File: src/hw/rtl/size_based_credit_calibrator_core_assert.svh
// ---------------------------------------------------------------------------
// Credit calibrator assertion macros
// Shorthand for the concurrent checks used by the calibrator RTL.
// ---------------------------------------------------------------------------
`ifndef SIZE_BASED_CREDIT_CALIBRATOR_CORE_ASSERT_SVH
`define SIZE_BASED_CREDIT_CALIBRATOR_CORE_ASSERT_SVH

// Checks that the consequent holds in the same cycle as the antecedent.
`define SBCC_ASSERT_SAME(label, clk, rst_n, ante, cons, msg) \
    label: assert property (@(posedge clk) disable iff (!rst_n) (ante) |-> (cons)) \
        else $error(msg);

// Checks that the consequent holds in the cycle after the antecedent.
`define SBCC_ASSERT_NEXT(label, clk, rst_n, ante, cons, msg) \
    label: assert property (@(posedge clk) disable iff (!rst_n) (ante) |=> (cons)) \
        else $error(msg);

`endif

File: src/hw/rtl/sbcc_pkg.sv
// ---------------------------------------------------------------------------
// Credit calibrator package
// Shared widths, register indexes, request codes, divider control type and clamp helpers.
// ---------------------------------------------------------------------------
package sbcc_pkg;

    localparam int DIVIDEND_W = 64;
    localparam int DIVISOR_W  = 31;
    localparam int CNT_W      = $clog2(DIVIDEND_W + 1);
    localparam int CFG_IDX_W  = 3;
    localparam int CFG_DATA_W = 31;

    localparam int WARMUP_SAMPLES_DEF = 10;

    localparam logic [30:0] MAX31 = 31'h7FFF_FFFF;

    localparam logic [CFG_IDX_W-1:0] REG_BUFFER_CAPACITY  = 3'd0;
    localparam logic [CFG_IDX_W-1:0] REG_BYTES_PER_BATCH  = 3'd1;
    localparam logic [CFG_IDX_W-1:0] REG_CAL_INTERVAL     = 3'd2;
    localparam logic [CFG_IDX_W-1:0] REG_SMOOTHING_FACTOR = 3'd3;
    localparam logic [CFG_IDX_W-1:0] REG_STEADY_RATE      = 3'd4;

    localparam logic [1:0] REQ_BATCH     = 2'd0;
    localparam logic [1:0] REQ_CALIBRATE = 2'd1;
    localparam logic [1:0] REQ_QUERY     = 2'd2;

    typedef struct packed {
        logic start;
        logic wide;
    } div_ctl_t;

    function automatic logic [30:0] clamp31(input logic [63:0] x);
        logic [30:0] r;
        if (x == 64'd0) begin
            r = 31'd1;
        end else if (x > {33'd0, MAX31}) begin
            r = MAX31;
        end else begin
            r = x[30:0];
        end
        return r;
    endfunction

    function automatic logic [15:0] nonzero16(input logic [15:0] x);
        return (x == 16'd0) ? 16'd1 : x;
    endfunction

    function automatic logic [30:0] nonzero31(input logic [30:0] x);
        return (x == 31'd0) ? 31'd1 : x;
    endfunction

endpackage

File: src/hw/rtl/sbcc_div.sv
// ---------------------------------------------------------------------------
// Shared iterative divider
// Restoring divider that retires one quotient bit per cycle, over either a
// full 64-bit dividend or a short 31-bit dividend.
// ---------------------------------------------------------------------------
`include "size_based_credit_calibrator_core_assert.svh"

module sbcc_div
    import sbcc_pkg::*;
(
    input  logic                  clk,
    input  logic                  rst_n,
    input  div_ctl_t              ctl,
    input  logic [DIVIDEND_W-1:0] dividend,
    input  logic [DIVISOR_W-1:0]  divisor,
    output logic [DIVIDEND_W-1:0] quotient,
    output logic                  done
);

    localparam int SHORT_PAD = DIVIDEND_W - DIVISOR_W;

    logic [DIVISOR_W-1:0]  rem_reg, rem_next;
    logic [DIVIDEND_W-1:0] quo_reg, quo_next;
    logic [DIVISOR_W-1:0]  div_reg, div_next;
    logic [CNT_W-1:0]      cnt_reg, cnt_next;
    logic                  busy_reg, busy_next;
    logic                  done_reg, done_next;

    logic [DIVISOR_W:0]    trial;
    logic [DIVISOR_W:0]    diff;
    logic                  ge;

    assign trial = {rem_reg, quo_reg[DIVIDEND_W-1]};
    assign ge    = trial >= {1'b0, div_reg};
    assign diff  = trial - {1'b0, div_reg};

    always_comb
    begin
        rem_next  = rem_reg;
        quo_next  = quo_reg;
        div_next  = div_reg;
        cnt_next  = cnt_reg;
        busy_next = busy_reg;
        done_next = 1'b0;
        if (ctl.start)
        begin
            rem_next  = '0;
            div_next  = divisor;
            busy_next = 1'b1;
            if (ctl.wide)
            begin
                quo_next = dividend;
                cnt_next = CNT_W'(DIVIDEND_W);
            end
            else
            begin
                quo_next = {dividend[DIVISOR_W-1:0], {SHORT_PAD{1'b0}}};
                cnt_next = CNT_W'(DIVISOR_W);
            end
        end
        else if (busy_reg)
        begin
            rem_next = ge ? diff[DIVISOR_W-1:0] : trial[DIVISOR_W-1:0];
            quo_next = {quo_reg[DIVIDEND_W-2:0], ge};
            cnt_next = cnt_reg - CNT_W'(1);
            if (cnt_reg == CNT_W'(1))
            begin
                busy_next = 1'b0;
                done_next = 1'b1;
            end
        end
    end

    always_ff @(posedge clk)
    begin
        rem_reg <= rem_next;
        quo_reg <= quo_next;
        div_reg <= div_next;
    end

    always_ff @(posedge clk or negedge rst_n)
    begin
        if (!rst_n)
        begin
            cnt_reg  <= '0;
            busy_reg <= 1'b0;
            done_reg <= 1'b0;
        end
        else
        begin
            cnt_reg  <= cnt_next;
            busy_reg <= busy_next;
            done_reg <= done_next;
        end
    end

    assign quotient = quo_reg;
    assign done     = done_reg;

    `SBCC_ASSERT_NEXT(a_div_finish, clk, rst_n, busy_reg && !ctl.start && cnt_reg == CNT_W'(1), done_reg && !busy_reg, "divider did not finish on its last step")
    `SBCC_ASSERT_NEXT(a_div_start, clk, rst_n, ctl.start, busy_reg && !done_reg, "divider did not start")
    `SBCC_ASSERT_SAME(a_div_done_idle, clk, rst_n, done_reg, !busy_reg, "divider done while still busy")

endmodule

File: src/hw/rtl/size_based_credit_calibrator_core.sv
// ---------------------------------------------------------------------------
// Size-based credit calibrator
// Samples batch sizes, estimates bytes per element and answers calibration
// and initial-query requests with buffer credit, batch size and the count to
// the next calibration.
// ---------------------------------------------------------------------------
// A batch request is absorbed directly in the idle state. Initial queries and
// calibrate requests run on the shared divider, which retires one quotient bit
// per cycle: 64 steps for the total (calibrate only), then 31 for the credit
// and, for a calibrate request, 31 for the batch-size quotient. The block takes
// no new request while a query or calibration is in progress or its result waits
// for the output register; a result held there does not hold up input.
`include "size_based_credit_calibrator_core_assert.svh"

module size_based_credit_calibrator_core
    import sbcc_pkg::*;
#(
    parameter int WARMUP_SAMPLES = WARMUP_SAMPLES_DEF
)
(
    input  logic                  clk,
    input  logic                  rst_n,
    input  logic                  cfg_wr_en,
    input  logic [CFG_IDX_W-1:0]  cfg_index,
    input  logic [CFG_DATA_W-1:0] cfg_data,
    input  logic                  in_valid,
    output logic                  in_ready,
    input  logic [1:0]            req_type,
    input  logic [31:0]           batch_bytes,
    output logic                  out_valid,
    input  logic                  out_ready,
    output logic [30:0]           max_credit,
    output logic [30:0]           batch_size,
    output logic [30:0]           next_calibration
);

    localparam logic [3:0] S_IDLE     = 4'd0;
    localparam logic [3:0] S_TOT_GO   = 4'd1;
    localparam logic [3:0] S_TOT_WAIT = 4'd2;
    localparam logic [3:0] S_MIX_A    = 4'd3;
    localparam logic [3:0] S_MIX_B    = 4'd4;
    localparam logic [3:0] S_CAP_GO   = 4'd5;
    localparam logic [3:0] S_CAP_WAIT = 4'd6;
    localparam logic [3:0] S_BPB_GO   = 4'd7;
    localparam logic [3:0] S_BPB_WAIT = 4'd8;
    localparam logic [3:0] S_NEXT     = 4'd9;
    localparam logic [3:0] S_DONE     = 4'd10;

    localparam logic [30:0] WARMUP_DIV  = 31'(WARMUP_SAMPLES);
    localparam logic [8:0]  WEIGHT_ONE  = 9'd256;

    logic [30:0] cap_reg, bpb_reg;
    logic [15:0] interval_reg, steady_reg;
    logic [8:0]  smooth_reg;

    logic [15:0] sample_count_reg, sample_count_next;
    logic [15:0] sample_rate_reg, sample_rate_next;
    logic [63:0] total_reg, total_next;
    logic [30:0] eb_reg, eb_next;
    logic        warm_reg, warm_next;

    logic [3:0]  state_reg, state_next;
    logic        query_reg, query_next;
    logic [30:0] m_reg, m_next;
    logic [39:0] mix_reg, mix_next;
    logic [30:0] res_mc_reg, res_mc_next;
    logic [30:0] res_bs_reg, res_bs_next;
    logic [30:0] res_nc_reg, res_nc_next;

    logic        out_valid_reg, out_valid_next;
    logic [30:0] out_mc_reg, out_mc_next;
    logic [30:0] out_bs_reg, out_bs_next;
    logic [30:0] out_nc_reg, out_nc_next;

    div_ctl_t    div_ctl;
    logic [63:0] div_dividend;
    logic [30:0] div_divisor;
    logic [63:0] div_quo;
    logic        div_done;

    logic        in_fire;
    logic [15:0] count_inc;
    logic [64:0] total_sum;
    logic [8:0]  weight;
    logic [8:0]  weight_old;
    logic [39:0] mix_sum;
    logic [31:0] next_prod;

    assign in_ready   = (state_reg == S_IDLE);
    assign in_fire    = in_valid && in_ready;
    assign count_inc  = sample_count_reg + 16'd1;
    assign total_sum  = {1'b0, total_reg} + {33'd0, batch_bytes};
    assign weight     = (smooth_reg > WEIGHT_ONE) ? WEIGHT_ONE : smooth_reg;
    assign weight_old = WEIGHT_ONE - weight;
    assign mix_sum    = mix_reg + ({31'd0, weight_old} * {9'd0, eb_reg});
    assign next_prod  = {16'd0, sample_rate_reg} * {16'd0, nonzero16(interval_reg)};

    always_comb
    begin
        div_ctl.start = (state_reg == S_TOT_GO) || (state_reg == S_CAP_GO)
                        || (state_reg == S_BPB_GO);
        div_ctl.wide  = (state_reg == S_TOT_GO);
        case (state_reg)
            S_TOT_GO:
            begin
                div_dividend = total_reg;
                div_divisor  = warm_reg ? WARMUP_DIV : {15'd0, nonzero16(interval_reg)};
            end
            S_CAP_GO:
            begin
                div_dividend = {33'd0, cap_reg};
                div_divisor  = query_reg ? nonzero31(bpb_reg) : eb_reg;
            end
            default:
            begin
                div_dividend = {33'd0, bpb_reg};
                div_divisor  = eb_reg;
            end
        endcase
    end

    sbcc_div u_div
    (
        .clk      (clk),
        .rst_n    (rst_n),
        .ctl      (div_ctl),
        .dividend (div_dividend),
        .divisor  (div_divisor),
        .quotient (div_quo),
        .done     (div_done)
    );

    always_comb
    begin
        sample_count_next = sample_count_reg;
        sample_rate_next  = sample_rate_reg;
        total_next        = total_reg;
        eb_next           = eb_reg;
        warm_next         = warm_reg;
        state_next        = state_reg;
        query_next        = query_reg;
        m_next            = m_reg;
        mix_next          = mix_reg;
        res_mc_next       = res_mc_reg;
        res_bs_next       = res_bs_reg;
        res_nc_next       = res_nc_reg;
        out_valid_next    = out_valid_reg;
        out_mc_next       = out_mc_reg;
        out_bs_next       = out_bs_reg;
        out_nc_next       = out_nc_reg;

        if (out_valid_reg && out_ready)
        begin
            out_valid_next = 1'b0;
        end

        case (state_reg)
            S_IDLE:
            begin
                if (in_fire)
                begin
                    case (req_type)
                        REQ_BATCH:
                        begin
                            sample_count_next = count_inc;
                            if (count_inc == sample_rate_reg)
                            begin
                                sample_count_next = 16'd0;
                                total_next = total_sum[64] ? {64{1'b1}} : total_sum[63:0];
                            end
                        end
                        REQ_CALIBRATE:
                        begin
                            query_next = 1'b0;
                            state_next = S_TOT_GO;
                        end
                        REQ_QUERY:
                        begin
                            query_next = 1'b1;
                            state_next = S_CAP_GO;
                        end
                        default:
                        begin
                            state_next = S_IDLE;
                        end
                    endcase
                end
            end
            S_TOT_GO:
            begin
                state_next = S_TOT_WAIT;
            end
            S_TOT_WAIT:
            begin
                if (div_done)
                begin
                    if (warm_reg)
                    begin
                        eb_next          = clamp31(div_quo);
                        warm_next        = 1'b0;
                        sample_rate_next = nonzero16(steady_reg);
                        total_next       = 64'd0;
                        state_next       = S_CAP_GO;
                    end
                    else
                    begin
                        m_next     = clamp31(div_quo);
                        state_next = S_MIX_A;
                    end
                end
            end
            S_MIX_A:
            begin
                mix_next   = {31'd0, weight} * {9'd0, m_reg};
                state_next = S_MIX_B;
            end
            S_MIX_B:
            begin
                eb_next    = clamp31({32'd0, mix_sum[39:8]});
                total_next = 64'd0;
                state_next = S_CAP_GO;
            end
            S_CAP_GO:
            begin
                state_next = S_CAP_WAIT;
            end
            S_CAP_WAIT:
            begin
                if (div_done)
                begin
                    res_mc_next = clamp31(div_quo);
                    if (query_reg)
                    begin
                        res_bs_next = 31'd1;
                        res_nc_next = WARMUP_DIV;
                        state_next  = S_DONE;
                    end
                    else
                    begin
                        state_next = S_BPB_GO;
                    end
                end
            end
            S_BPB_GO:
            begin
                state_next = S_BPB_WAIT;
            end
            S_BPB_WAIT:
            begin
                if (div_done)
                begin
                    res_bs_next = clamp31(div_quo);
                    state_next  = S_NEXT;
                end
            end
            S_NEXT:
            begin
                res_nc_next = next_prod[31] ? MAX31 : next_prod[30:0];
                state_next  = S_DONE;
            end
            S_DONE:
            begin
                if (!out_valid_reg || out_ready)
                begin
                    out_valid_next = 1'b1;
                    out_mc_next    = res_mc_reg;
                    out_bs_next    = res_bs_reg;
                    out_nc_next    = res_nc_reg;
                    state_next     = S_IDLE;
                end
            end
            default:
            begin
                state_next = S_IDLE;
            end
        endcase
    end

    always_ff @(posedge clk or negedge rst_n)
    begin
        if (!rst_n)
        begin
            cap_reg      <= 31'd65536;
            bpb_reg      <= 31'd2048;
            interval_reg <= 16'd20;
            smooth_reg   <= 9'd64;
            steady_reg   <= 16'd50;
        end
        else if (cfg_wr_en)
        begin
            case (cfg_index)
                REG_BUFFER_CAPACITY:  cap_reg      <= cfg_data;
                REG_BYTES_PER_BATCH:  bpb_reg      <= cfg_data;
                REG_CAL_INTERVAL:     interval_reg <= cfg_data[15:0];
                REG_SMOOTHING_FACTOR: smooth_reg   <= cfg_data[8:0];
                REG_STEADY_RATE:      steady_reg   <= cfg_data[15:0];
                default:              cap_reg      <= cap_reg;
            endcase
        end
    end

    always_ff @(posedge clk or negedge rst_n)
    begin
        if (!rst_n)
        begin
            sample_count_reg <= 16'd0;
            sample_rate_reg  <= 16'd1;
            total_reg        <= 64'd0;
            eb_reg           <= 31'd1;
            warm_reg         <= 1'b1;
            state_reg        <= S_IDLE;
            query_reg        <= 1'b0;
            out_valid_reg    <= 1'b0;
        end
        else
        begin
            sample_count_reg <= sample_count_next;
            sample_rate_reg  <= sample_rate_next;
            total_reg        <= total_next;
            eb_reg           <= eb_next;
            warm_reg         <= warm_next;
            state_reg        <= state_next;
            query_reg        <= query_next;
            out_valid_reg    <= out_valid_next;
        end
    end

    always_ff @(posedge clk)
    begin
        m_reg      <= m_next;
        mix_reg    <= mix_next;
        res_mc_reg <= res_mc_next;
        res_bs_reg <= res_bs_next;
        res_nc_reg <= res_nc_next;
        out_mc_reg <= out_mc_next;
        out_bs_reg <= out_bs_next;
        out_nc_reg <= out_nc_next;
    end

    assign out_valid        = out_valid_reg;
    assign max_credit       = out_mc_reg;
    assign batch_size       = out_bs_reg;
    assign next_calibration = out_nc_reg;

    `SBCC_ASSERT_SAME(a_done_in_wait, clk, rst_n, div_done, state_reg == S_TOT_WAIT || state_reg == S_CAP_WAIT || state_reg == S_BPB_WAIT, "divider result arrived outside a wait state")
    `SBCC_ASSERT_NEXT(a_cal_start, clk, rst_n, in_fire && req_type == REQ_CALIBRATE, state_reg == S_TOT_GO, "calibrate request did not start the total division")
    `SBCC_ASSERT_SAME(a_result_source, clk, rst_n, $rose(out_valid_reg), $past(state_reg) == S_DONE, "result presented without a finished request")
    `SBCC_ASSERT_NEXT(a_warm_once, clk, rst_n, !warm_reg, !warm_reg, "warm-up flag set again after first calibration")

endmodule
File: config.mk
export PLATFORM = sky130hd
export DESIGN_NAME = size_based_credit_calibrator_core
export DESIGN_NICKNAME = d
export VERILOG_FILES = /design/src/hw/rtl/sbcc_pkg.sv /design/src/hw/rtl/sbcc_div.sv /design/src/hw/rtl/size_based_credit_calibrator_core.sv
export VERILOG_INCLUDE_DIRS = /design/src /design/src/hw/rtl
export SDC_FILE = /design/constraint.sdc
export NUM_CORES = 2
export LEC_CHECK = 0
export ABC_AREA = 0
export BUFFER_PORTS_ARGS = -buffer_cell sky130_fd_sc_hd__buf_2
export CAP_MARGIN = 25
export CORE_UTILIZATION = 40
export DETAILED_ROUTE_END_ITERATION = 6
export PLACE_DENSITY = 0.51
export SYNTH_ARGS = -nofsm -noshare
export SYNTH_HDL_FRONTEND = slang
export SYNTH_SLANG_ARGS = --single-unit
File: constraint.sdc
create_clock -name clk -period 9.53 [get_ports clk]
set_input_delay 0.4765 -clock clk [delete_from_list [all_inputs] [get_ports clk]]
set_output_delay 0.4765 -clock clk [all_outputs]
set_load 0.02 [all_outputs]
Word-level counts from Yosys, hierarchy flattened
Cells that the tools add are included.
{"block": "totals", "register_bits": 629, "out_inout_bits": 95, "elab_cells": 163}
{"block": "classes", "add_sub_neg": 6, "mul": 3, "order_cmp": 4, "n_eq_ne": 28, "n_mux": 57, "bitwise": 1, "n_reduce_logical": 37}
{"cell": "2-to-1 mux 64 bit", "count": 9}
{"cell": "2-to-1 mux 31 bit", "count": 15}
{"cell": "case mux 31 bit (2 select lines)", "count": 4}
{"cell": "case mux 64 bit (3 select lines)", "count": 1}
{"cell": "case mux 64 bit (2 select lines)", "count": 1}
{"cell": "multiplier 9 x 31 -> 40 bit", "count": 2}
{"cell": "adder 64 x 32 -> 65 bit", "count": 1}
{"cell": "> comparator 64 x 31 -> 1 bit, second input constant", "count": 1}
{"cell": "zero test 64 bit", "count": 1}
{"cell": "2-to-1 mux 16 bit", "count": 4}
{"cell": "case mux 4 bit (11 select lines)", "count": 1}
{"cell": "adder 40 bit", "count": 1}
{"cell": ">= comparator 32 x 31 -> 1 bit", "count": 1}
{"cell": "> comparator 32 x 31 -> 1 bit, second input constant", "count": 1}
{"cell": "zero test 16 bit", "count": 2}
{"cell": "zero test 32 bit", "count": 1}
{"cell": "multiplier 16 x 16 -> 32 bit", "count": 1}
{"cell": "zero test 31 bit", "count": 1}
{"cell": "subtractor 31 bit", "count": 1}
{"cell": "2-to-1 mux 4 bit", "count": 6}
{"cell": "2-to-1 mux 7 bit", "count": 3}
{"cell": "AND reduction 3 bit", "count": 6}
{"cell": "adder 16 x 1 -> 16 bit, second input constant", "count": 1}
{"cell": "== test 16 bit", "count": 1}
{"cell": "other kinds (32)", "count": 70}

Longest topological paths before layout
{"block": "logic_depth", "ltp_word": 9, "ltp_mapped": 33, "ltp_nobuf": 27}

Modules after synthesis
From an unflattened synthesis, not the netlist that was laid out.
{"block": "unflattened", "cells_unflattened": 5856, "area_unflattened_um2": 56529.2}
{"mod": "size_based_credit_calibrator_core", "n_inst": 1, "cells_per_inst": 5097, "area_each_um2": 48830.6}
{"mod": "sbcc_div", "n_inst": 1, "cells_per_inst": 759, "area_each_um2": 7698.6}

Worst setup path after synthesis
No wires, ideal clock.
{"block": "synth_timing", "kind": "register -> register", "from": "register smooth_reg[8]", "to": "register eb_reg[0]", "t_arrival_ns": 7.856, "required_time_ns": 9.439, "setup_slack_ns": 1.583, "stages_incl_launch_ff": 32, "n_path_buf": 5, "cell_sequence": "dfrtp_1 -> clkbuf_1 -> nor2b_1 -> clkbuf_1 -> clkbuf_1 -> inv_1 -> ha_1 -> nand2_1 -> or3_1 -> nor4_1 -> a21oi_1 -> clkbuf_1 -> nor2b_1 -> fa_1 -> fa_1 -> fa_1 -> fa_1 -> inv_1 -> fa_1 -> inv_1 -> ha_1 -> clkbuf_1 -> nand2_1 -> o21ai_1 -> a21oi_1 -> mux2i_1 -> or3_1 -> or4b_1 -> or4b_1 -> a2111oi_2 -> nand4b_1 -> o31ai_1"}
{"block": "synth_between", "elab_chain_cells": 9, "word_cells_on_any_way": 10, "cone_classes": "2 x add/sub; 1 x mul; 2 x order compare; 4 x mux; 1 x reduce/logical"}
{"element": "start, declared", "line_no": "size_based_credit_calibrator_core.sv:54", "source": "logic [8:0] smooth_reg;"}
{"element": "start signal, assigned", "line_no": "size_based_credit_calibrator_core.sv:295", "source": "REG_SMOOTHING_FACTOR: smooth_reg <= cfg_data[8:0];"}
{"element": "> comparator 9 bit", "line_no": "size_based_credit_calibrator_core.sv:93", "source": "assign weight = (smooth_reg > WEIGHT_ONE) ? WEIGHT_ONE : smooth_reg;"}
{"element": "2-to-1 mux 9 bit *", "line_no": "size_based_credit_calibrator_core.sv:93"}
{"element": "subtractor 9 bit *", "line_no": "size_based_credit_calibrator_core.sv:94", "source": "assign weight_old = WEIGHT_ONE - weight;"}
{"element": "multiplier 9 x 31 -> 40 bit *", "line_no": "size_based_credit_calibrator_core.sv:95", "source": "assign mix_sum = mix_reg + ({31'd0, weight_old} * {9'd0, eb_reg});"}
{"element": "adder 40 bit *", "line_no": "size_based_credit_calibrator_core.sv:95"}
{"element": "> comparator 32 x 31 -> 1 bit", "line_no": "sbcc_pkg.sv:36", "source": "end else if (x > {33'd0, MAX31}) begin"}
{"element": "2-to-1 mux 31 bit", "line_no": "sbcc_pkg.sv:36"}
{"element": "2-to-1 mux 31 bit *", "line_no": "sbcc_pkg.sv:34", "source": "if (x == 64'd0) begin"}
{"element": "case mux 31 bit (2 select lines) *", "line_no": "size_based_credit_calibrator_core.sv:157", "source": "case (state_reg)"}
{"element": "end signal, assigned", "line_no": "size_based_credit_calibrator_core.sv:320", "source": "eb_reg <= eb_next;"}
{"element": "end, declared", "line_no": "size_based_credit_calibrator_core.sv:59", "source": "logic [30:0] eb_reg, eb_next;"}
Mark *: on every way between the ends. The rest lies on a longest branch, timed or not.
A chain may end at the register's enable or synchronous reset.

Worst setup path after layout
{"block": "layout_timing", "from": "register smooth_reg[8]", "to": "register eb_reg[21]"}
The elaborated chain is that of the path after synthesis.

==> metrics.md <==
| Metric | Value |
|---|---|
| Synth cell count leaders | `inv_1, nand2_1, fa_1` |
| Drt wl/cell | `around 22 µm` |
| Die W | `375.4 µm` |
| RSZ-0062 raised after global routing | `false` |
| Layout cell share with drive strength beyond 1 | `roughly a tenth` |
| Avg Cell Area, Syn | `around 10 µm²` |
| Max cap viols | `0` |
| GR Overflow Total | `0` |
| Synth Net Count | `roughly 6700` |
| Most frequent cell after synthesis | `inv_1` |
| Core area | `137800 µm²` |
| First-pass GRT wire length | `approximately 260 mm` |
| Largest net degree at the start of global routing | `97` |
| DRC errors left | `14` |
| Violated checks | `DRC` |
| CTS root buffer | `clkbuf_16` |
| Worst Path Required | `roughly 10 ns` |
| Synth cell types | `87` |
| Final Max Slew Viols | `0` |
| CP endpoint kind | `flop` |
| Worst EP arrival | `9.23 ns` |
| Initial Utilization | `around two fifths` |
| Number of global-route vias before repair | `between 40000 and 50000` |
| I/O Pins | `between 150 and 200` |
| Tcrit/Tclk final | `90.63%` |
| Vias/cell | `~5.4` |
| Setup TNS | `0 ns` |
| Crit start category | `flop` |
| Drt first pass iters | `7` |
| Peak Freq | `about 0.12 GHz` |
| Die height | `approximately 380 µm` |
| Sink Count | `629` |
| 1st-iter DRT viols | `3054` |
| Post-CTS Resized | `0` |
| #FFs+latches synth | `around 630` |
| Mapped Cells | `around 5700` |
| Worst Skew | `slightly above 0.04 ns` |
| Final hold viol count | `0` |
| Top-area cell type share of the netlist area | `22.90%` |
| Top cells by area, synth | `fa_1, edfxtp_1, dfrtp_1` |
| Cell taking the most area after synthesis | `fa_1` |
| Synth Flop Type | `edfxtp_1` |
| CTS H-tree depth | `3` |
| GPL Wtd Cong | `between 0.8 and 0.9` |
| Sequential share of the synthesized area | `approximately 31%` |
| Run status | `finished with violations` |
| Most Frequent Cell on Critical Path | `fa_1` |
| Worst-path clk slew | `0.06 ns` |
| HP Class | `in2reg` |
| Relative slew slack | `a little under a third` |
| Final #Nets | `between 6000 and 7000` |
| Vias | `between 40000 and 50000` |
| Drt total wl | `165.4 mm` |
| Least-Margin Pin Slew | `a little over 1 ns` |
| Site row count | `136` |
| Critical-path top delay cell | `mux2_2` |
| CTS Buf Count | `77` |
| CP Class | `reg2reg` |
| Post-DP HPWL | `~120 mm` |
| Critical Path Max Stage Delay | `~0.73 ns` |
| Tot GR Track Use | `a little under a quarter` |
| Crit-path max FO | `31` |
| Worst-skew pair later-pin latency | `0.69 ns` |
| Post-synth EDFFs | `around 350` |
| Yosys warning count | `0` |
| FILL cells | `~13000` |
| Final setup vio count | `0` |
| Antenna violations before repair | `16` |
| Die ar. | `141000 µm²` |
| Area Growth Syn to Fin | `9.618%` |
| Max clock buf depth | `3` |
| Async SR Flop Fraction | `39.11%` |
| Antenna-violating nets left | `0` |
| Mapped Area | `55780 µm²` |
| CTS tree | `done` |
| Minimum clock period | `approximately 8.6 ns` |
| Port bufs | `around 170` |
==> area by class of cell <==
type | count | area [µm²] | area share, %
multi-input cells | 3844 | 34020 | 55.64
flip-flops and latches | 629 | 17360 | 28.40
inverters | 889 | 3337 | 5.457
well taps | 1794 | 2245 | 3.671
clock buffers | 93 | 2059 | 3.368
repair buffers | 243 | 1551 | 2.537
clock inverters | 51 | 551.8 | 0.9024
diodes | 7 | 17.52 | 0.02865
==> repair_timing <==
| item | 4_1_cts | 5_1_grt |
|---|---|---|
| hold buffers | 4 | 0 |
| buffers inserted | 0 | 0 |
| endpoints found under the hold margin | 72 | 0 |
==> placed cells by master (no fill, tap or decap), drive strengths merged, types with 93 or more instances in the layout <==
master / synthesis / layout
dfrtp: 235 / 235
o21ai: 247 / 247
clkbuf: 256 / 93
fa: 638 / 638
nor2: 135 / 135
and2: 273 / 273
edfxtp: 352 / 352
nand2: 751 / 751
inv: 888 / 897
ha: 299 / 299
buf: 66 / 239
a21oi: 218 / 218
mux2: 122 / 122
xnor2: 100 / 100
==> logic make-up (layout without fill, tap and decap cells) <==
family,Yosys count,after routing,share of synthesized area (%)
AO/OA/AOI/OAI,989,989,11.65
XOR/XNOR,151,151,2.371
adder cells (fa/ha/maj),937,937,29.60
buffers and inverters,1211,1276,8.196
flip-flops,629,629,31.12
multiplexers,154,154,3.037
other,0,7,0
AND/OR/NAND/NOR,1613,1613,14.02
==> path summary, 6_finish.rpt <==
| path | from | endpoint | slack [ns] | cells past startpoint |
|---|---|---|---|---|
| hold / removal | cfg_data[29] | bpb_reg[29] | 0.04 | 2 |
| min in group asynchronous | rst_n | total_reg[14] | 0.35 | 2 |
| setup reg to reg | smooth_reg[8] | eb_reg[21] | 0.89 | 26 |
| max in group asynchronous | rst_n | smooth_reg[8] | 7.13 | 4 |
| hold reg to reg | res_bs_reg[12] | batch_size[12] | 0.41 | 0 |
| setup / recovery | smooth_reg[8] | eb_reg[21] | 0.89 | 26 |
==> critical path, delay by kind of cell (launching register included) <==
kind / cells / cell delay, ns
and+or+nand+nor: 4 / 0.99
xor gates and xnor gates: 1 / 0.17
AOI/OAI and AO/OA: 9 / 2.54
DFF: 1 / 0.53
buffers and inverters: 4 / 0.48
muxes: 1 / 0.73
adders and majority gates: 7 / 3.10
==> routing by layer <==
metal / wire length (µm) / track usage, % / part of all wire (%)
met1: 72950 / 33.34 / 44
met3: 12230 / 4.689 / 7.4
met4: 4681 / 6.569 / 2.8
met5: 41 / 0 / 0.025
met2: 75480 / 37.84 / 46
==> per-stage QoR <==
step | setup WS, ns | cells | area, µm² | hold WS (ns) | utilization, %
final | 0.8931 | 7550 | 61150 | 0.04159 | 44.36
after global routing | 0.4056 | 7544 | 61130 | 0.008262 | 44.35
after CTS | 0.9540 | 7538 | 61000 | 0.00007661 | 44.26
after detailed placement | 1.002 | 7390 | 58350 | 0.4045 | 42.33
after global placement | 1.178 | 7387 | 58290 | 0.4012 | 42.29
after floorplan | 1.583 | 5684 | 55780 | 0.1809 | -
Power is not shown: default switching activity piles up to over one toggle a cycle in this logic, so the estimate is an artifact.
